--- src/assert_macros.svh ---
// assertion helpers shared by the rtl modules
`ifndef ASSERT_MACROS_SVH
`define ASSERT_MACROS_SVH

// property holds at every clock edge out of reset
`define ASSERT_HOLDS(label, clk, rst_n, prop) \
    label: assert property (@(posedge clk) disable iff (!rst_n) (prop)) \
        else $error("assertion failed");

// consequent holds in the same cycle as the antecedent
`define ASSERT_IMPL(label, clk, rst_n, ante, cons) \
    label: assert property (@(posedge clk) disable iff (!rst_n) (ante) |-> (cons)) \
        else $error("assertion failed");

// consequent holds in the cycle after the antecedent
`define ASSERT_NEXT(label, clk, rst_n, ante, cons) \
    label: assert property (@(posedge clk) disable iff (!rst_n) (ante) |=> (cons)) \
        else $error("assertion failed");

`endif

--- src/sce_pkg.sv ---
package sce_pkg;

    localparam int unsigned NET_W  = 12;
    localparam int unsigned COST_W = 32;

    localparam logic [COST_W-1:0] COST_INF = 32'h8000_0000;

    // command codes
    localparam logic CMD_SET_PI = 1'b0;
    localparam logic CMD_FANIN  = 1'b1;

    // gate kinds
    localparam logic [3:0] KIND_FANOUT = 4'd0;
    localparam logic [3:0] KIND_BUF    = 4'd1;
    localparam logic [3:0] KIND_INV    = 4'd2;
    localparam logic [3:0] KIND_AND    = 4'd3;
    localparam logic [3:0] KIND_NAND   = 4'd4;
    localparam logic [3:0] KIND_OR     = 4'd5;
    localparam logic [3:0] KIND_NOR    = 4'd6;
    localparam logic [3:0] KIND_XOR    = 4'd7;
    localparam logic [3:0] KIND_XNOR   = 4'd8;

    typedef struct packed {
        logic             command;
        logic [3:0]       gate_kind;
        logic [NET_W-1:0] out_net;
        logic [NET_W-1:0] fanin_net;
        logic             last_fanin;
    } t_item;

    typedef struct packed {
        logic [NET_W-1:0]  result_net;
        logic [COST_W-1:0] zero_cost;
        logic [COST_W-1:0] one_cost;
    } t_result;

    // controller to datapath
    typedef struct packed {
        logic load;
        logic red_step;
        logic mem_rd;
        logic acc;
        logic calc1;
        logic calc2;
        logic calc3;
        logic wr_gate;
        logic wr_pi;
    } t_dp_cmd;

    // datapath to controller
    typedef struct packed {
        logic red_done;
        logic is_pi;
        logic is_last;
        logic kind_ok;
    } t_dp_status;

    function automatic logic [COST_W-1:0] umin(input logic [COST_W-1:0] x,
                                               input logic [COST_W-1:0] y);
        return (x > y) ? y : x;
    endfunction

endpackage

--- src/sce_ctrl.sv ---
`include "assert_macros.svh"

module sce_ctrl (
    input  logic                i_clk,
    input  logic                i_rst_n,
    input  logic                start,
    output logic                busy,
    input  sce_pkg::t_dp_status i_status,
    output sce_pkg::t_dp_cmd    o_cmd
);

    typedef enum logic [3:0] {
        S_IDLE,
        S_REDUCE,
        S_READ,
        S_ACC,
        S_CALC1,
        S_CALC2,
        S_CALC3,
        S_WR_GATE,
        S_WR_PI
    } t_state;

    t_state r_state, n_state;
    logic   r_busy;

    // next state and datapath commands
    always_comb begin
        n_state = r_state;
        o_cmd   = '0;
        unique case (r_state)
            S_IDLE: begin
                if (start && !r_busy) begin
                    o_cmd.load = 1'b1;
                    n_state    = S_REDUCE;
                end
            end
            S_REDUCE: begin
                if (!i_status.red_done) begin
                    o_cmd.red_step = 1'b1;
                end else if (i_status.is_pi) begin
                    n_state = S_WR_PI;
                end else begin
                    n_state = S_READ;
                end
            end
            S_READ: begin
                o_cmd.mem_rd = 1'b1;
                n_state      = S_ACC;
            end
            S_ACC: begin
                o_cmd.acc = 1'b1;
                if (i_status.is_last && i_status.kind_ok) begin
                    n_state = S_CALC1;
                end else begin
                    n_state = S_IDLE;
                end
            end
            S_CALC1: begin
                o_cmd.calc1 = 1'b1;
                n_state     = S_CALC2;
            end
            S_CALC2: begin
                o_cmd.calc2 = 1'b1;
                n_state     = S_CALC3;
            end
            S_CALC3: begin
                o_cmd.calc3 = 1'b1;
                n_state     = S_WR_GATE;
            end
            S_WR_GATE: begin
                o_cmd.wr_gate = 1'b1;
                n_state       = S_IDLE;
            end
            S_WR_PI: begin
                o_cmd.wr_pi = 1'b1;
                n_state     = S_IDLE;
            end
            default: begin
                n_state = S_IDLE;
            end
        endcase
    end

    // state and busy flag
    always_ff @(posedge i_clk) begin
        if (!i_rst_n) begin
            r_state <= S_IDLE;
            r_busy  <= 1'b0;
        end else begin
            r_state <= n_state;
            r_busy  <= (n_state != S_IDLE);
        end
    end

    assign busy = r_busy;

    `ASSERT_NEXT(a_accept_sets_busy, i_clk, i_rst_n, start && !r_busy, r_busy)
    `ASSERT_IMPL(a_busy_matches_state, i_clk, i_rst_n, r_busy, r_state != S_IDLE)
    `ASSERT_IMPL(a_write_after_calc, i_clk, i_rst_n, r_state == S_WR_GATE, $past(r_state) == S_CALC3)

endmodule

--- config.mk ---
export PLATFORM = sky130hd
export DESIGN_NAME = sce_ctrl
export DESIGN_NICKNAME = d
export VERILOG_FILES = /design/src/sce_pkg.sv /design/src/sce_ctrl.sv
export VERILOG_INCLUDE_DIRS = /design/src /design/src/src
export SDC_FILE = /design/constraint.sdc
export NUM_CORES = 1
export LEC_CHECK = 0
export ABC_AREA = 0
export CORE_AREA = 2 2 39 41
export CTS_BUF_LIST = sky130_fd_sc_hd__clkbuf_4
export DETAILED_ROUTE_END_ITERATION = 7
export DIE_AREA = 0 0 41 43
export DONT_BUFFER_PORTS = 1
export PLACE_DENSITY = 0.4
export SKIP_CTS_REPAIR_TIMING = 1
export SLEW_MARGIN = 10
export SYNTH_ARGS = -nofsm -noshare
export SYNTH_HDL_FRONTEND = slang
export SYNTH_SLANG_ARGS = --single-unit
--- constraint.sdc ---
create_clock -name i_clk -period 1.46 [get_ports i_clk]
set_input_delay 0.219 -clock i_clk [delete_from_list [all_inputs] [get_ports i_clk]]
set_output_delay 0.219 -clock i_clk [all_outputs]
set_load 0.05 [all_outputs]
Word level (Yosys, flattened, before mapping)
Index checks and enable logic that the tools add are counted.

storage, ports and cells
  bits in registers = 5
  input bits = 7
  output and inout bits = 10
  logic and storage cells = 31

cells by class
  equal/unequal tests = 8
  multiplexer cells = 16
  reductions and logical operators = 5

operators by type and width
  operator              count
  $pmux W4 S7           1
  $eq A4 B3 Y1 const B  4
  $mux W4               3
  $mux W1               11
  $eq A4 B2 Y1 const B  2
  $eq A4 B1 Y1 const B  1
  $eq A4 B4 Y1 const B  1
  $logic_not A4 Y1      1
  $reduce_bool A4 Y1    1
  $mux W3               1
  $logic_and A1 B1 Y1   2
  $logic_not A1 Y1      1

Depth between registers and ports, before layout
Gate-level depths: netlist of run 1.

  word-level depth = 5
  depth in mapped cells = 5

Least setup slack after synthesis of run 1
Ideal clock, no wire load.

  kind = flip-flop to output port
  start point = register r_state[2]
  end point = output o_cmd[0] (netlist bit)
  data arrival time = 2049 ps
  data required time = 1241 ps
  path slack = -808 ps
  stages on the path, launching flop included = 3
  path buffers = 1
  path through = dfxtp_1 > buf_4 > nor4b_1

RTL lines
  what                      RTL line        RTL
  start: declaration        sce_ctrl.sv:24  t_state r_state, n_state;
  start signal: assignment  sce_ctrl.sv:91  r_state <= n_state;
  end: declaration          sce_ctrl.sv:9   output sce_pkg::t_dp_cmd o_cmd

==> results of run 1 <==
==> final cells by class <==
type | count | share of cell area
Clock buffer | 4 | 0.0471
Tap cell | 16 | 0.0314
Timing Repair Buffer | 19 | 0.318
Sequential cell | 5 | 0.175
Multi-Input combinational cell | 30 | 0.429
==> how the worst max path moves through the flow <==
stage | startpoint | end | slack [ps] | cells after the start
floorplan | r_state[2] | o_cmd[0] | -130 | 2
global placement | r_state[1] | busy | 90 | 3
detailed placement | r_state[1] | busy | 70 | 3
CTS | r_state[1] | o_cmd[6] | -100 | 4
global route | r_state[1] | o_cmd[6] | -100 | 4
finish | r_state[1] | o_cmd[2] | -50 | 4
==> routing by layer <==
| layer | up-vias | wire, um | track usage |
|---|---|---|---|
| met2 | 8 | 469 | 0.184 |
| met1 | 162 | 321 | 0.120 |
| met4 | 0 | 0 | 0.0800 |
| li1 | 172 | - | - |
| met5 | - | 0 | 0 |
| met3 | 0 | 54 | 0.0262 |
==> worst register-to-register path: cells and delay by family, from the launching register on <==
kind / cells / cell delay, ps
flip-flops: 1 / 320
AND/OR/NAND/NOR: 2 / 590
AO/OA/AOI/OAI: 1 / 360
==> sequential cells by signal, summed over array words and instances, names as in the netlist <==
name and count:
busy 1, r_state 4
==> where the power goes <==
part	internal [mW]	switching, mW	total (mW)
Combinational	0.0743	0.0823	0.157
Sequential	0.149	0.0153	0.164
Clock	0.121	0.0514	0.173
==> kinds of logic after synthesis <==
kind of cell           Yosys count
AO/OA/AOI/OAI                    5
buffers and inverters            2
flip-flops                       5
multiplexers                     1
AND/OR/NAND/NOR                 24
==> cell usage in the layout (no fill, tap or decap) <==
master     netlist  final
a21boi_1         1      1
and2_1           3      2
and2_4           0      1
and2b_1          2      2
buf_12           0      3
buf_4            2     10
buf_6            0      6
clkbuf_4         0      4
dfxtp_2          0      3
dfxtp_4          0      2
mux2i_1          1      1
nand2_1          2      2
nand2b_4         1      2
nand4bb_1        1      1
nor2_1           3      1
nor2_2           0      2
nor2b_1          1      1
nor3_2           0      1
nor3_4           0      2
nor4_1           2      1
nor4_2           1      1
nor4_4           0      1
nor4b_2          0      1
o21ai_0          2      2
o21bai_1         1      1
o311a_1          1      1
or2_1            1      1
or2b_4           0      1
or3b_1           1      1
==> synth_stat cells, types with 2 or more instances <==
cell	n
nor3_1	3
nor2_1	3
nor4_1	2
buf_4	2
nand2_1	2
and2_1	3
and2b_1	2
dfxtp_1	5
o21ai_0	2
==> metrics.md, run 1 <==
| Metric | Value |
|---|---|
| R2R depth | `3` |
| GR Util All Layers | `0.114` |
| Die X | `41 um` |
| Clock skew | `0.647 ps` |
| Mean routed wirelength per cell | `11.4 um` |
| Status | `complete, but fails checks` |
| Layout Cell Area excl Fill | `638 um2` |
| Area delta synth->final | `98.4%` |
| Startpoint class of the critical path | `register` |
| Worst setup margin | `-47.5 ps` |
| TritonCTS Buffers | `3` |
| Slew margin rel. | `0.740` |
| Area of the multi-input gates | `274 um2` |
| Drt drc | `0` |
| Clk Latency, worst-skew pair | `240 ps` |
| Pin count of the biggest net entering global routing | `8` |
| ANT nets after route | `0` |
| Peak VDD IR | `0.000468 V` |
| Top delay family on crit path | `simple AND/OR/NAND/NOR gates` |
| Setup_tns | `-147 ps` |
| First-pass GRT wire length | `1.37 mm` |
| R2r endpoint | `busy` |
| Slowest-stage cell, CP | `dfxtp_2` |
| Post-synthesis compound-gate area fraction | `0.109` |
| Crit path buf inv count | `2` |
| Reg2reg start | `r_state[1]` |
| H-Tree Depth | `1` |
| Hold wc startpoint | `i_rst_n` |
| Seq cells post-synth | `5` |
| Mux share of post-synthesis cell area | `0.0311` |
| Top cells by area, synth | `dfxtp_1, and2_1, nor3_1, and2b_1, buf_4` |
| Vias in the first global route | `356` |
| Worst Hold Class | `input port to register` |
| Final setup fails | `5` |
| Cells after Synth | `37` |
| Synth Cell Area | `322 um2` |
| Sequential fraction of the synthesis area | `0.311` |
| CTS Sinks | `5` |
| Worst slew pin tran | `386 ps` |
| Die ar. | `1760 um2` |
| Post-synth ARST share | `0` |
| Total gr overflow | `0` |
| Hold path endpoint | `r_state[3]` |
| Placed Area | `527 um2` |
| Non-Filler Instances | `74` |
| Starting Density | `0.232` |
| Crit path max fanout | `5` |
| Rows | `14` |
| Violated checks | `negative setup slack` |
| Synth Area in Simple Gates | `0.502` |
| Post-route clock period utilization | `1.03` |
| FF/Latch Area | `111 um2` |
| Worst hold slack | `103 ps` |
| Final-layout fill cell count | `131` |
| Design Power | `494 uW` |
| DP Worst Slack | `67.2 ps` |
| Max Cap Viol | `0` |
| Vias | `342` |
| IO Port Bufs | `0` |
| Inst Count DP | `67` |
| Hold Fails Final Rpt | `0` |
| Ys flop type | `dfxtp_1` |
| Max frequency | `663 MHz` |
| Unrepaired setup endpoints after global routing | `true` |
| PwrDens | `774 nW/um2` |
| Crit-path cells | `buf_6, or2b_4, nor2_2, buf_12` |
| Reg-to-reg setup timing slack | `70 ps` |
| Worst Hold Depth | `1` |
| Proportion of layout cells with a drive suffix above 1 | `0.690` |
| Number of synthesized flops with an enable pin | `0` |
| Mean Syn Cell Area | `8.69 um2` |
| DRT Pass-1 Iters | `3` |
| Pins Over Slew Limit | `0` |
| Synth top area share | `0.311` |
| Via-to-Cell Ratio | `4.62` |
| ANT cells | `0` |
| DRT iter0 DRCs | `4` |
| Core area | `1380 um2` |
| Pleak | `0.273 nW` |
| # IOs | `17` |
| Post-synthesis xor/xnor area fraction | `0` |
| Largest family of logic cells by synthesized area | `simple AND/OR/NAND/NOR gates` |
| WP data required | `1240 ps` |
| DP Wirelength | `682 um` |
| Synth unique cells | `22` |
| Post-layout nets | `66` |
| Mapped Nets | `44` |
| Reg clk slew, reported paths | `40 ps` |
| Critical path type | `register to primary output` |
| Gpl congestion | `0.759` |
| CTS tree | `yes` |
| Cell taking the most area after synthesis | `dfxtp_1` |
| Post-synthesis adder-cell area fraction | `0` |
| Post-route minimum period | `1510 ps` |
| CTS root buf | `clkbuf_4` |
| Initial antenna violation count | `0` |
| WL final | `844 um` |
| Core Util, Final | `0.461` |
| CP Data Arrival Time | `1290 ps` |
| Height of the die | `43 um` |
| Ys Warns | `0` |
| Largest stage delay, worst path | `330 ps` |
| Max Root-Sink Buffers | `2` |
| CP endpoint kind | `primary output` |
Note: power is estimated with default switching activity, not from simulation.
==> run 2, diff against run 1 <==
--- a/config.mk
+++ b/config.mk
@@ -7,11 +7,12 @@
 export NUM_CORES = 1
 export LEC_CHECK = 0
 export ABC_AREA = 0
-export CORE_AREA = 2 2 39 41
+export CORE_AREA = 10 10 47 49
 export CTS_BUF_LIST = sky130_fd_sc_hd__clkbuf_4
 export DETAILED_ROUTE_END_ITERATION = 7
-export DIE_AREA = 0 0 41 43
+export DIE_AREA = 0 0 57 59
 export DONT_BUFFER_PORTS = 1
+export GPL_ROUTABILITY_DRIVEN = 0
 export PLACE_DENSITY = 0.4
 export SKIP_CTS_REPAIR_TIMING = 1
 export SLEW_MARGIN = 10
==> run 2 against run 1 <==
  * Total power grew 2.1%
  * Clock-buffer cell count unchanged
  * Sequential share of layout area shrank 0.50 points
  * Cell count stayed put
  * Sequential power hardly changed
  * Routed wire length up 24%
  * The flow still finishes with violations (negative setup slack)
  * Critical endpoint is now o_cmd[6]
  * Global-route usage is 5.9 points lower
  * Clock power about the same
  * Via count increased by 6.1%
  * Register-to-register slack about the same
  * Final area is 2.9% higher
==> metrics.md, run 2 (synthesis gave the netlist of run 1 again) <==
| Metric | Value |
|---|---|
| CP dominant cell by count | `buf_6` |
| PwrDens | `767 nW/um2` |
| Status | `complete, but fails checks` |
| Clk Latency, worst-skew pair | `240 ps` |
| FF/Latch Area | `111 um2` |
| Critical path type | `register to primary output` |
| GR Util All Layers | `0.0544` |
| Die X | `57 um` |
| WL final | `1.04 mm` |
| Mean routed wirelength per cell | `14.1 um` |
| DP Worst Slack | `58.1 ps` |
| Via-to-Cell Ratio | `4.91` |
| Crit path max fanout | `4` |
| Post-layout nets | `66` |
| Crit path buf inv count | `2` |
| Starting Density | `0.229` |
| Core area | `1400 um2` |
| Switch Pwr | `154 uW` |
| Vias in the first global route | `325` |
| Unrepaired setup endpoints after global routing | `true` |
| DP Wirelength | `832 um` |
| Post-route clock period utilization | `1.04` |
| DRT iter0 DRCs | `3` |
| Reg clk slew, reported paths | `40 ps` |
| CTS root buf | `clkbuf_4` |
| Pins Over Slew Limit | `0` |
| Top reg by flops | `r_state` |
| Met3 wire length | `66 um` |
| Largest stage delay, worst path | `340 ps` |
| Max frequency | `660 MHz` |
| WP data required | `1240 ps` |
| Peak VDD IR | `0.000462 V` |
| Met2 routed WL | `582 um` |
| H-Tree Depth | `1` |
| Combinational Power Share | `0.330` |
| Worst setup margin | `-54.2 ps` |
| Hold wc startpoint | `i_rst_n` |
| Layout Cell Area excl Fill | `657 um2` |
| Crit-path cells | `buf_6, or2b_1, nor3_2, buf_6` |
| Worst hold slack | `102 ps` |
| Vias | `363` |
| CP endpoint kind | `primary output` |
| Initial antenna violation count | `0` |
| Startpoint class of the critical path | `register` |
| Sequential power share | `0.329` |
| CP Data Arrival Time | `1300 ps` |
| ANT cells | `0` |
| Worst Hold Class | `input port to register` |
| Most frequent cells in the layout | `buf_6, buf_4, clkbuf_4` |
| Critical Path Source | `r_state[1]` |
| Total gr overflow | `0` |
| Rows | `14` |
| ANT nets after route | `0` |
| Drt drc | `0` |
| Slowest-stage cell, CP | `dfxtp_2` |
| IO Port Bufs | `0` |
| Pin count of the biggest net entering global routing | `8` |
| # IOs | `17` |
| WL met1 | `395 um` |
| Proportion of layout cells with a drive suffix above 1 | `0.690` |
| Number of flip-flops in the largest register | `4` |
| Max Cap Viol | `0` |
| Top delay family on crit path | `simple AND/OR/NAND/NOR gates` |
| Clock skew | `0.140 ps` |
| Post-route minimum period | `1510 ps` |
| Max Root-Sink Buffers | `2` |
| Reg2reg start | `r_state[1]` |
| Die ar. | `3360 um2` |
| Clk pwr share | `0.341` |
| Switching Share | `0.306` |
| Height of the die | `59 um` |
| DR top layer | `met3` |
| Slew margin rel. | `0.748` |
| First-pass GRT wire length | `1.44 mm` |
| Hold Fails Final Rpt | `0` |
| CTS tree | `yes` |
| Area of the multi-input gates | `285 um2` |
| Final setup fails | `5` |
| Final-layout fill cell count | `143` |
| CTS Sinks | `5` |
| Violated checks | `negative setup slack` |
| TritonCTS Buffers | `3` |
| Placed Area | `527 um2` |
| Worst slew pin tran | `374 ps` |
| Int Pwr | `350 uW` |
| Area delta synth->final | `104%` |
| Pleak | `0.278 nW` |
| DRT Pass-1 Iters | `2` |
## run 2: cell types whose count changed in the layout (fill, tap and decap cells not counted)
| cell | previous run | this run |
|---|---|---|
| nor4b_4 | 0 | 1 |
| nor4b_2 | 1 | 0 |
| nor2_4 | 0 | 2 |
| nor2_2 | 2 | 1 |
| nor2_1 | 1 | 0 |
| nor3_2 | 1 | 2 |
| buf_6 | 6 | 8 |
| nor3_4 | 2 | 1 |
| or2b_4 | 1 | 0 |
| buf_4 | 10 | 8 |
| or2b_1 | 0 | 1 |
## run 2: power groups by stage
stage / Sequential [mW] / Clock [mW] / Combinational, mW
final: 0.166 / 0.172 / 0.166
after global routing: 0.168 / 0.186 / 0.175
after CTS: 0.165 / 0.182 / 0.140
after detailed placement: 0.167 / 0 / 0.140
after global placement: 0.168 / 0 / 0.140
after floorplan: 0.183 / 0 / 0.0772
## run 2: worst paths after layout
path / endpoint / slack, ps / depth (start not counted)
worst max-delay path: o_cmd[6] / -50 / 4
worst max register to register: busy / 60 / 3
worst min-delay path: r_state[2] / 100 / 1
worst min register to register: r_state[3] / 660 / 2
## run 2: layout make-up
class	instances	area share
well taps	16	0.0305
clock buffers	4	0.0457
repair buffers	19	0.320
flip-flops and latches	5	0.170
multi-input cells	30	0.434
## run 2: stage by stage
stage                util  instances  TNS, ps  total power, mW
global route        0.469         74     -470            0.529
detailed placement  0.376         67        0            0.307
global placement    0.376         67        0            0.307
CTS                 0.397         71     -573            0.487
finish              0.469         74     -125            0.504
floorplan               -         37     -444            0.260
## run 2: layer usage
metal  vias up  GRT usage
met5         -          0
met4         0     0.0503
met3         0     0.0215
met2         8     0.0915
met1       182     0.0498
li1        173          -
